$ cat config.mk
export PLATFORM = sky130hd
export DESIGN_NAME = sdl_root_cell
export DESIGN_NICKNAME = d
export VERILOG_FILES = /design/src/rtl/core/sdl_pkg.sv /design/src/rtl/core/sdl_root_cell.sv
export SDC_FILE = /design/constraint.sdc
export NUM_CORES = 1
export LEC_CHECK = 0
export BUFFER_PORTS_ARGS = -buffer_cell sky130_fd_sc_hd__buf_2
export CAP_MARGIN = 20
export CORE_MARGIN = 2
export CORE_UTILIZATION = 50
export CTS_BUF_LIST = sky130_fd_sc_hd__clkbuf_16
export DETAILED_ROUTE_END_ITERATION = 8
export PLACE_DENSITY = 0.84
export SYNTH_ARGS = -nofsm -noshare
export SYNTH_HDL_FRONTEND = slang
export SYNTH_SLANG_ARGS = --single-unit
$ cat constraint.sdc
create_clock -name clock -period 10.3 [get_ports clock]
set_clock_uncertainty 0.2 [all_clocks]
set_input_delay 0.515 -clock clock [delete_from_list [all_inputs] [get_ports clock]]
set_output_delay 0.515 -clock clock [all_outputs]
set_load 0.005 [all_outputs]
$ cat src/rtl/core/sdl_pkg.sv
// Shared types, constants and the sine table builder for the speed limit unit.
package sdl_pkg;

   localparam int unsigned DIST_W   = 16;
   localparam int unsigned PITCH_W  = 12;
   localparam int unsigned CSR_W    = 10;
   localparam int unsigned SPEED_W  = 17;
   localparam int unsigned X_W      = 27;
   localparam int unsigned Y_W      = 62;
   localparam int unsigned RES_W    = 63;
   localparam int unsigned ROOT_W   = 31;
   localparam int unsigned CELLS    = 31;
   localparam int unsigned CELL_IDX_W = 5;
   localparam int unsigned SIN_W    = 10;
   localparam int unsigned ANG_W    = 11;
   localparam int unsigned SIN_DEPTH = 1572;

   localparam logic [1:0] CSR_REACTION = 2'd0;
   localparam logic [1:0] CSR_FRICTION = 2'd1;

   localparam logic [CSR_W-1:0] REACTION_RESET = 10'd400;
   localparam logic [CSR_W-1:0] FRICTION_RESET = 10'd250;

   localparam logic [SPEED_W-1:0] SPEED_FLOOR = 17'd100;
   localparam logic [SPEED_W-1:0] SPEED_CEIL  = 17'd100000;

   localparam logic [11:0] HALF_PI_MRAD = 12'd1571;
   localparam logic [11:0] PI_MRAD      = 12'd3142;

   // 196 * 10^8 = 76562500 * 2^8
   localparam logic [26:0] DIST_SCALE = 27'd76562500;
   // ceil(2^44 / 10000), exact floor division for 31-bit dividends
   localparam logic [30:0] RECIP_10K = 31'd1759218605;
   localparam int unsigned RECIP_SHIFT = 44;

   typedef logic [SIN_W-1:0] sdl_sin_rom_type [0:SIN_DEPTH-1];

   typedef struct packed {
      logic             vld;
      logic [Y_W-1:0]   rem;
      logic [RES_W-1:0] res;
      logic [X_W-1:0]   x;
      logic             nodec;
   } sdl_root_type;

   function automatic logic [SIN_W-1:0] sdl_sin_milli(input longint unsigned m);
      longint unsigned x2;
      longint unsigned t;
      longint unsigned p;
      longint unsigned q;
      begin
         q  = 64'd1 << 28;
         x2 = ((m * m) << 28) / 64'd1000000;
         t  = q;
         p  = ((x2 * t) >> 28) / 64'd72;
         t  = (p >= q) ? 64'd0 : q - p;
         p  = ((x2 * t) >> 28) / 64'd42;
         t  = (p >= q) ? 64'd0 : q - p;
         p  = ((x2 * t) >> 28) / 64'd20;
         t  = (p >= q) ? 64'd0 : q - p;
         p  = ((x2 * t) >> 28) / 64'd6;
         t  = (p >= q) ? 64'd0 : q - p;
         return SIN_W'((m * t + (64'd1 << 27)) >> 28);
      end
   endfunction

   function automatic sdl_sin_rom_type sdl_build_sin();
      sdl_sin_rom_type rom;
      begin
         for (int i = 0; i < SIN_DEPTH; i++) begin
            rom[i] = sdl_sin_milli(longint'(i));
         end
         return rom;
      end
   endfunction

endpackage

$ cat src/rtl/core/sdl_root_cell.sv
// One cell of the square root chain: resolves one result bit per cycle while en is high.
module sdl_root_cell (
   input  logic                            clock,
   input  logic                            reset,
   input  logic                            en,
   input  logic [sdl_pkg::CELL_IDX_W-1:0]  cell_idx,
   input  sdl_pkg::sdl_root_type           root_i,
   output sdl_pkg::sdl_root_type           root_o
);
   import sdl_pkg::*;

   logic [RES_W-1:0] bitv;
   logic [RES_W-1:0] trial;
   sdl_root_type     root_in;
   sdl_root_type     root_ff;

   always_comb begin
      bitv    = RES_W'(1) << {cell_idx, 1'b0};
      trial   = root_i.res + bitv;
      root_in = root_i;
      if (RES_W'(root_i.rem) >= trial) begin
         root_in.rem = root_i.rem - trial[Y_W-1:0];
         root_in.res = (root_i.res >> 1) + bitv;
      end else begin
         root_in.res = root_i.res >> 1;
      end
   end

   always_ff @(posedge clock) begin
      if (reset) begin
         root_ff.vld <= 1'b0;
      end else if (en) begin
         root_ff <= root_in;
      end
   end

   assign root_o = root_ff;

endmodule

# After elaboration in Yosys (flattened, before gate mapping)
# Index checks and enable logic that the tools add are counted.
# totals
ramBits	0
romBits	0
elab_cells	15
latchBits	0
reg_bits	154
mem_count	0
output_inout_bits	154
input_bits	162
# classes
n_eq_ne	0
shift	1
add_sub_neg	3
n_mul	0
div_mod_pow	0
reduce_logical	1
muxes	2
n_lt_le_gt_ge	1
n_bitwise	1
# op_table
op	count
62-bit two-way mux	2
62-bit by 63-bit adder with 63-bit output	1
63-bit adder	1
62-bit by 63-bit >= comparator with 1-bit output	1
1-bit by 6-bit left shift with 63-bit output (first input constant)	1
62-bit subtractor	1
2-bit AND reduction	1
1-bit inverter	1

# Depth between registers and ports, before layout
# logic_depth
ltp_word	4
depth_mapped	31
depth_no_buf	27

# Least setup slack after synthesis
# OpenSTA, ideal clock, no wires.
# synth_path
kind	input -> register
from	in reset
to	reg root_ff, in the netlist root_o[0] (enable)
path_slack_ns	2.114
path_stages	1
arrival_time_ns	7.297
setup_ns	0.688
t_required_ns	9.412
path_buffers	0
path_cell_list	nor2b_1
# synth_between
elab_chain_len	2
# synth_lines
element	line	source
start: declaration	sdl_root_cell.sv:4	input logic reset,
1-bit inverter (no source line)	-	
2-bit AND reduction (no source line)	-	
end signal: assignment	sdl_root_cell.sv:33	root_ff <= root_in;
end: declaration	sdl_root_cell.sv:15	sdl_root_type root_ff;
# Every way passes these cells.
# A chain may end at the register's enable or synchronous reset.

==> run_results.csv <==
group,metric,value,unit
die,core.rowCount,61,
cts,htreeDepth,4,
worst_hold_path,holdCritStartpoint,"root_i[17]",
route,post_drt_wl_per_cell,19.4,µm
sta,hold_viol,0,
die,dieArea,29100,µm²
cts,cts_hold_buf,0,
power_and_ir_drop,p_sw,0.675,mW
place,place_ws,2190,ps
die,coreArea,27600,µm²
cts,root_buffer,"clkbuf_16",
sta,rsz0062_at_grt,"false",
synthesis,synth_area_leaders,"edfxtp_1 (33%), ha_1 (11%), xor2_1 (6.2%), nand2_1 (5.4%), o21ai_0 (5.2%)",
job,maxCapViolations,0,
sta,worst_pin_slew,1080,ps
die,initial_core_util,50.4,%
sta,slew_violations,0,
power_and_ir_drop,clock_power_share,31.4,%
die,die_height,171,µm
critical_path,slowest_stage,"nor4_1",
finish,drive_above_1_share,21.3,%
global_route,overflow,0,
cts,clk_latency,440,ps
synthesis,synth_edf_count,153,
critical_path,worst_setup_path_end_kind,"flip-flop",
global_route,grt_usage,28.9,%
global_route,grt_max_degree,78,
critical_path,rrSetupSlack,9510,ps
synthesis,syn_area,13900,µm²
synthesis,synth.distinct_cells,82,
synthesis,syn_nets,1850,
place,routabilityCongestion,0.995,
synthesis,synth_seq_cells,154,
cts,post_cts_buffers,0,
critical_path,cpPeakStageDelay,710,ps
synthesis,yosysMostFrequentCell,"nand2_1",
synthesis,synth_top_area_share,33.1,%
finish,area_growth,17.4,%
cts,cts_resized,0,
sta,layout_setup_ws,2480,ps
power_and_ir_drop,power_leakage,6.85,nW
power_and_ir_drop,vdd_ir_drop_max,0.0000978,V
critical_path,crit_fanout,74,
synthesis,syn_inst,1563,
sta,setup_tns,0,ps
worst_hold_path,hp-class,"primary input to flip-flop",
critical_path,startpoint,"cell_idx[1]",
critical_path,critPathBufInv,2,
place,post-place-cells,2208,
critical_path,reg2reg_depth,2,
cts,cts_tree,"done",
finish,finalNetCount,2136,
synthesis,synth.avg_cell_area,8.88,µm²
finish,stdcell_count,2245,
power_and_ir_drop,comb_power_share,30.2,%
cts,clkTransAtPathRegs,70,ps
global_route,grt_pass1_vias,12400,
critical_path,crit_path_frequent_cell,"a21oi_1",
sta,report.final.setup_viol,0,
critical_path,r2r-start,"root_o[153]$_SDFFE_PP0P_",
route,dr.first_iter.drc_count,1215,
sta,maxSlewHeadroom,28.2,%
synthesis,synth_top_area_cell,"edfxtp_1",
route,drc,0,
route,detail-route-antenna-nets,0,
sta,timing.final.crit_share,76.0,%
route,drt-pass1-iter-count,5,
global_route,grt_pass1_wl,65600,µm
critical_path,required,10290,ps
worst_hold_path,worst_hold_path.num_cells,1,
die,die_w,171,µm
cts,cts_sinks,154,
sta,final.min_clock_period,7820,ps
critical_path,worstSetupPathType,"primary input to flip-flop",
sta,whs,41.3,ps
critical_path,start_kind,"primary input",
cts,cts_buffer_depth,2,
sta,fmax,0.128,GHz
outcome,status,"finished, final reports clean",
route,totalWireLength,43600,µm
synthesis,postSynth.asyncResetShare,0,%
place,port_buffers,315,
power_and_ir_drop,power_density,125,nW/µm²
route,viasPerCell,5.92,
finish,largest_reg_flops,154,
synthesis,synth_common_cells,"nand2_1 (199), edfxtp_1 (153), o21ai_0 (145), ha_1 (124), nor2_1 (124)",
synthesis,yosys_most_used_dff,"edfxtp_1",
critical_path,cp_num_cells,26,
cts,cts_made_buffers,17,
power_and_ir_drop,seqPwrFrac,38.3,%
synthesis,synth-seq-area-share,33.2,%
die,num_io_pins,316,
power_and_ir_drop,switching_share,33.2,%
place,hpwl,34700,µm
route,route.vias.total,13300,
critical_path,crit_family,"compound AO/OA/AOI/OAI gates",
synthesis,ys_warn_count,0,
finish,fill_cells,2435,
power_and_ir_drop,intPower,1.36,mW
critical_path,crit_arrival,7820,ps
global_route,antenna_found_initial,5,
==> cells in the final DEF (no fill, tap or decap), types with 25 or more instances in the layout <==
master / instances
nand2_1: 199
nor2_1: 124
xnor2_1: 75
nand3_1: 25
xor2_1: 98
o21ai_0: 145
a21oi_1: 100
inv_1: 35
nand2b_1: 28
nand4_1: 31
ha_1: 124
buf_2: 315
edfxtp_1: 153
o21bai_1: 30
a31oi_1: 42
a21o_1: 29
==> stage by stage <==
step	util [%]	cell area (µm²)	total power, mW
finish	59.2	16300	2.04
global route	59.2	16300	2.13
floorplan	-	13900	1.19
CTS	59.1	16300	2.03
global placement	57.1	15700	1.39
detailed placement	57.1	15700	1.40
==> area by class of cell <==
class                           count  area (µm²)  area share, %
Multi-Input combinational cell   1321        8890           54.5
Sequential cell                   154        4610           28.3
Timing Repair Buffer              320        1610           9.90
Tap cell                          378         473           2.90
Clock buffer                       17         425           2.61
Clock inverter                     15         150          0.921
Inverter                           35         131          0.806
Antenna cell                        5        12.5         0.0767
==> routing by layer <==
| layer | wire length (µm) | part of all wire, % | vias up | track usage [%] |
|---|---|---|---|---|
| li1 | - | - | 6398 | - |
| met1 | 19400 | 45 | 6173 | 39.4 |
| met2 | 19500 | 45 | 616 | 46.1 |
| met3 | 3050 | 7.0 | 104 | 4.33 |
| met4 | 1580 | 3.6 | 2 | 11.6 |
| met5 | 20 | 0.046 | - | 0 |
==> logic make-up (layout without fill, tap and decap cells) <==
group           Yosys count  count (layout)  synth area share (%)
mux                      16              16                  1.27
buf+inv                  88             387                  2.88
compound gates          476             476                  22.1
other cells               0               5                     0
fa+ha+maj               126             126                  11.4
xor+xnor                173             173                  10.9
simple gates            530             530                  18.2
flops                   154             154                  33.2
==> final timing paths <==
path                                   end
setup / recovery      root_o[34]$_DFFE_PP_
hold reg to reg   root_o[153]$_SDFFE_PP0P_
hold / removal        root_o[17]$_DFFE_PP_
setup reg to reg  root_o[153]$_SDFFE_PP0P_
==> worst reg2reg max path: cells and delay by family (launching register included) <==
kind	cells	cell delay, ps
AND/OR/NAND/NOR	1	50
flip-flops	1	310
multiplexers	1	120
==> power groups by stage <==
stage	logic (mW)	registers, mW	clock network, mW
2_1_floorplan	0.386	0.806	0
3_3_place_gp	0.592	0.793	0
3_5_place_dp	0.602	0.793	0
4_1_cts	0.606	0.781	0.646
5_1_grt	0.676	0.785	0.669
6_report	0.616	0.780	0.640
Power figures use the tool's default switching activity.
